===== src/rtl/spd_pkg.sv =====
package spd_pkg;

    localparam int unsigned CordicGain = 652032874;
    localparam int unsigned AtanEntries = 24;
    localparam logic signed [33:0] Q30One = 34'sd1073741824;

    function automatic logic signed [33:0] atan_entry(input int unsigned idx);
        logic signed [33:0] v;
        case (idx)
            0: v = 34'sd536870912;
            1: v = 34'sd316933406;
            2: v = 34'sd167458907;
            3: v = 34'sd85004756;
            4: v = 34'sd42667331;
            5: v = 34'sd21354465;
            6: v = 34'sd10679838;
            7: v = 34'sd5340245;
            8: v = 34'sd2670163;
            9: v = 34'sd1335087;
            10: v = 34'sd667544;
            11: v = 34'sd333772;
            12: v = 34'sd166886;
            13: v = 34'sd83443;
            14: v = 34'sd41722;
            15: v = 34'sd20861;
            16: v = 34'sd10430;
            17: v = 34'sd5215;
            18: v = 34'sd2608;
            19: v = 34'sd1304;
            20: v = 34'sd652;
            21: v = 34'sd326;
            22: v = 34'sd163;
            23: v = 34'sd81;
            default: v = '0;
        endcase
        return v;
    endfunction

endpackage


===== src/rtl/spd_cordic.sv =====
module spd_cordic #(
    parameter int ANGLE_BITS = 16,
    parameter int TRIG_ITERATIONS = 16
) (
    input  logic                  i_clk,
    input  logic                  i_en,
    input  logic [ANGLE_BITS-1:0] i_angle,
    output logic signed [33:0]    o_sin,
    output logic signed [33:0]    o_cos
);

    localparam int Iters = (TRIG_ITERATIONS < spd_pkg::AtanEntries) ?
                           TRIG_ITERATIONS : spd_pkg::AtanEntries;

    logic signed [33:0] r_x [Iters+1];
    logic signed [33:0] r_y [Iters+1];
    logic signed [33:0] r_z [Iters+1];
    logic [1:0]         r_q [Iters+1];
    logic [31:0]        full;

    assign full = {i_angle, {(32-ANGLE_BITS){1'b0}}};

    always_ff @(posedge i_clk) begin
        if (i_en) begin
            r_x[0] <= 34'(spd_pkg::CordicGain);
            r_y[0] <= '0;
            r_z[0] <= {4'b0, full[29:0]};
            r_q[0] <= full[31:30];
        end
    end

    for (genvar k = 0; k < Iters; k++) begin : g_step
        always_ff @(posedge i_clk) begin
            if (i_en) begin
                r_q[k+1] <= r_q[k];
                if (!r_z[k][33]) begin
                    r_x[k+1] <= r_x[k] - (r_y[k] >>> k);
                    r_y[k+1] <= r_y[k] + (r_x[k] >>> k);
                    r_z[k+1] <= r_z[k] - spd_pkg::atan_entry(k);
                end else begin
                    r_x[k+1] <= r_x[k] + (r_y[k] >>> k);
                    r_y[k+1] <= r_y[k] - (r_x[k] >>> k);
                    r_z[k+1] <= r_z[k] + spd_pkg::atan_entry(k);
                end
            end
        end
    end

    always_comb begin
        case (r_q[Iters])
            2'd0: begin o_cos = r_x[Iters];  o_sin = r_y[Iters];  end
            2'd1: begin o_cos = -r_y[Iters]; o_sin = r_x[Iters];  end
            2'd2: begin o_cos = -r_x[Iters]; o_sin = -r_y[Iters]; end
            default: begin o_cos = r_y[Iters]; o_sin = -r_x[Iters]; end
        endcase
    end

endmodule


===== config.mk =====
export PLATFORM = sky130hd
export DESIGN_NAME = spd_cordic
export DESIGN_NICKNAME = d
export VERILOG_FILES = /design/src/rtl/spd_pkg.sv /design/src/rtl/spd_cordic.sv
export SDC_FILE = /design/constraint.sdc
export NUM_CORES = 2
export LEC_CHECK = 0
export BUFFER_PORTS_ARGS = -buffer_cell sky130_fd_sc_hd__buf_4
export CELL_PAD_IN_SITES_DETAIL_PLACEMENT = 2
export CELL_PAD_IN_SITES_GLOBAL_PLACEMENT = 2
export CORE_ASPECT_RATIO = 0.6
export CORE_MARGIN = 1
export CORE_UTILIZATION = 40
export CTS_CLUSTER_SIZE = 20
export DETAILED_ROUTE_END_ITERATION = 12
export GPL_TIMING_DRIVEN = 0
export PLACE_DENSITY_LB_ADDON = 0.1
export SYNTH_ARGS = -nofsm -noshare
export SYNTH_HDL_FRONTEND = slang
export SYNTH_SLANG_ARGS = --single-unit

===== constraint.sdc =====
create_clock -name i_clk -period 11.7 [get_ports i_clk]
set_input_delay 1.17 -clock i_clk [delete_from_list [all_inputs] [get_ports i_clk]]
set_output_delay 1.17 -clock i_clk [all_outputs]
set_load 0.01 [all_outputs]

# Yosys cells after proc, flatten, opt, wreduce, memory -nomap -nowiden
# Memories as Yosys holds them, arrays and structs flattened.
# Index checks and enable logic that the tools add are counted.
# Widths: inputs -> output; s select.
dict set report word_totals {
  memories 4
  in_bits 18
  word_cells 300
  out_inout_bits 68
  mem_bits_rw 1768
  ff_bits 0
}
dict set report classes {
  bitwise_logic 48
  n_eq_ne 2
  mux 148
  addsub 97
  reduce_logical 1
}
# name depth width read_ports rd_clocked_by_memory_dff wr line
set mem_list {}
lappend mem_list {r_x 17 34 17 0 17 spd_cordic.sv:15} ;# logic signed [33:0] r_x [Iters+1];
lappend mem_list {r_y 17 34 17 0 17 spd_cordic.sv:16} ;# logic signed [33:0] r_y [Iters+1];
lappend mem_list {r_z 17 34 16 0 17 spd_cordic.sv:17} ;# logic signed [33:0] r_z [Iters+1];
lappend mem_list {r_q 17 2 17 0 17 spd_cordic.sv:18} ;# logic [1:0] r_q [Iters+1];
# cell n
set op_table {}
lappend op_table {{$mux 34} 48}
lappend op_table {{$pmux 34 s3} 2}
lappend op_table {{$mux 1} 98}
lappend op_table {{$add 34x19->34} 2}
lappend op_table {{$add 34x20->34} 2}
lappend op_table {{$add 34x21->34} 2}
lappend op_table {{$add 34x22->34} 2}
lappend op_table {{$add 34x23->34} 2}
lappend op_table {{$add 34x24->34} 2}
lappend op_table {{$add 34x25->34} 2}
lappend op_table {{$add 34x26->34} 2}
lappend op_table {{$add 34x27->34} 2}
lappend op_table {{$add 34x28->34} 2}
lappend op_table {{$add 34x29->34} 2}
lappend op_table {{$add 34x30->34} 2}
lappend op_table {{$add 34x31->34} 2}
lappend op_table {{$add 34x32->34} 2}
lappend op_table {{$add 34x33->34} 2}
lappend op_table {{$neg 34->34} 2}
lappend op_table {{$sub 34x19->34} 2}
lappend op_table {{$sub 34x20->34} 2}
lappend op_table {{$sub 34x21->34} 2}
lappend op_table {{$sub 34x22->34} 2}
lappend op_table {{$sub 34x23->34} 2}
lappend op_table {{other kinds (48)} 106}

# Longest topological paths before layout
# An unclocked memory read counts as a cell.
dict set report logic_depth {
  word_depth 5
  mapped_depth 23
  depth_no_buf 22
}

# Worst setup path after synthesis
# Ideal clock, no wire load.
dict set report synth_path {
  kind {input -> register}
  start {in i_en}
  end {mem r_x[14][30] (data pin)}
  arrival_ns 5.544
  required_time_ns 11.442
  setup_time_ns 0.258
  cell_stages 17
  n_path_buf 3
  slack_ns 5.898
  cell_sequence {clkbuf_1 -> nand2_1 -> clkbuf_1 -> clkbuf_1 -> o21ai_0 -> fa_1 -> a211o_1 -> a21oi_1 -> o21ai_0 -> a31o_2 -> a211oi_1 -> a21oi_1 -> a41o_1 -> o41a_1 -> a21o_1 -> a21oi_1 -> xnor2_1}
}
# element line
set synth_lines {}
lappend synth_lines {{start, declared} spd_cordic.sv:6} ;# input logic i_en,
lappend synth_lines {{end, declared} spd_cordic.sv:15}

==> metrics.txt <==
status=finished with violations; failing checks=capacitance limit, slew limit; post-route setup slack=approximately 0.58 ns; number of global-route vias before repair=108000; CTS tree=done; Nets=14400; drt via density=about 6.1; area delta synth->final=9.88%; gr usage total=0.308; area of the core=299000 um2; worst skew pair latency=0.90 ns; max_cap viols=1; Worst Path Required=between 10 and 15 ns; Root Buffer=clkbuf_16; cts hold-fix bufs=0; H-tree depth reported by CTS=4; Final HPWL DP=about 400 mm; Worst Path Max Fanout=63; initial antenna violation count=32; Hold Violations, Final=0; ANT nets after route=0; clock slew at reported path FFs=roughly 0.070 ns; # resized after CTS=0; GR Util met1=0.518; area of the die=305000 um2; CTS Sinks=1429; Syn Nets=approximately 14000; clock tree buffer depth=4; drt first pass iters=5; Placer Congestion=approximately 0.98; Synth cell types=90; Post-synth ARST share=0; DR vias=105000; Hold Path Sink=r_z[1][17]; design area=approximately 130000 um2; Mapped Avg Cell Area=~9.5 um2; Remaining DRCs=0; critical path class=in2reg; final wirelength=between 400 and 500 mm; Arr. time, crit path=11.77 ns; number of synthesized flops with an enable pin=around 1400; Post-CTS Repair Setup Buffers=0; share of post-route cells with drive strength above 1=0.0404; # setup viols final=0; startpoint types=input port; RSZ-0062 raised after global routing=no; IO Port Bufs=85; Final Cycle Share=0.951; global-route wire length before repair=718 mm; largest net degree at the start of global routing=just under 70; flop2flop setup slack=roughly 3.7 ns; synth cell count leaders=edfxtp_1 (1429), a21oi_1 (1331), ha_1 (1331); Initial Util=0.404; Hold Path Origin=r_z[0][17]; # rows=about 160; min-delay worst type=reg2reg; Synth Register Bits=1429; DIE WIDTH=about 710 um; GRT overflow=0; Slew headroom=-0.0112; top post-synthesis cells by area=edfxtp_1 (35%), ha_1 (14%), xnor2_1 (8.8%); global routing's busiest layer=met1; Worst R2R Path Depth=18; Syn Std Cell Area=roughly 120000 um2; DIE HEIGHT=approximately 430 um; pre-CTS setup slack=-0.376 ns; area share of the largest cell type after synthesis=0.355; grt met2 use=0.387; post-synth top area cell=edfxtp_1; synth warn=0; routed len/inst=roughly 28 um; Slew Limit Fails=1; cell area after placement=between 100000 and 150000 um2; min Tclk post-route=~11 ns; clock buffer count from CTS=170; met3 GRT Util=0.0788; critical path endpoint category=flip-flop; io pins=86; Mapped Cells=approximately 13000; post-synthesis sequential area ratio=0.355; worst r2r src=r_z[2][33]; DR iter-0 viols=about 9400; Worst Tran Pin Value=between 1 and 1.5 ns; Main synth FF type=edfxtp_1; Worst Hold Depth=0; fmax=roughly 0.09 GHz; Setup Skew=just under 0.07 ns; top-count cell post-synth=edfxtp_1; Reg-to-Reg End=r_z[3][33]
[layout make-up]
type | count | area (um2)
fill | 32100 | 166000
multi-input combinational | 10500 | 75200
sequential | 1429 | 42900
tap | 4003 | 5010
clock buffer | 201 | 4460
inverter | 466 | 1750
timing repair buffer | 118 | 1370
buffer | 283 | 1160
clock inverter | 95 | 916
antenna | 19 | 47.5
[worst max-delay path by stage]
stage	from	end	slack (ns)
final	i_en	r_z[2][29]	0.58
after global routing	i_en	r_z[2][29]	0.57
after CTS	i_en	r_z[2][29]	0.64
after detailed placement	i_en	r_z[2][29]	-0.38
after global placement	i_en	r_z[2][29]	-0.35
after floorplan	i_en	r_x[14][30]	5.90
[worst max-delay path, stage by stage]
cell	delay, ns
buf_4	0.72
clkbuf_2	0.72
clkbuf_1	0.56
clkbuf_1	0.46
clkbuf_1	1.12
clkbuf_1	1.04
nand2_1	1.08
inv_1	1.10
ha_1	0.43
a21oi_1	0.30
o21bai_1	0.13
a21oi_1	0.38
o21bai_1	0.13
a21oi_2	0.69
o21ai_0	0.32
or4_1	0.52
a31o_2	0.27
a21o_1	0.24
xor2_1	0.16
[sequential cells by signal (all words and copies together) (netlist names)]
signal,count
r_x,475
r_z,443
r_q,34
r_y,477
[metrics by stage]
step	cells	TNS [ns]	hold WS (ns)	util
after CTS	17100	0	0.381	0.444
after detailed placement	16800	-0.738	0.408	0.426
after floorplan	12700	0	0.400	-
after global routing	17100	0	0.412	0.444
final	17100	0	0.418	0.444
after global placement	16800	-0.641	0.402	0.423
[layer usage]
metal | vias to the layer above | part of all wire
met5 | - | 0.00015
met4 | 10 | 0.010
met3 | 296 | 0.092
met2 | 2984 | 0.36
met1 | 54200 | 0.54
li1 | 47700 | -
[layout by cell type, fill, tap and decap left out, types with 127 or more instances in the layout]
master     netlist  final
nand2_1        819    819
a21oi_1       1331   1330
o21ai_0        746    746
clkbuf_16        0    174
nor2_1         950    950
ha_1          1331   1331
edfxtp_1      1429   1429
xnor2_1       1209   1205
a21o_1         686    686
inv_1          463    463
nor2b_1        195    195
nand4_1        127    127
nor3_1         279    278
o21bai_1       160    160
o21a_1         166    166
o31ai_1        138    137
clkbuf_1       251    242
nand2b_1       214    214
nand3_1        200    200
xor2_1         651    650
[kinds of logic after synthesis]
logic type / after synthesis / share of synthesized area
xor gates and xnor gates: 1860 / 0.135
muxes: 91 / 0.00817
and+or+nand+nor: 3283 / 0.131
DFF: 1429 / 0.355
buffers and inverters: 749 / 0.0233
adders and majority gates: 1367 / 0.144
AOI/OAI and AO/OA: 3930 / 0.204
Power is not shown: default switching activity piles up to over one toggle a cycle in this logic, so the estimate is an artifact.
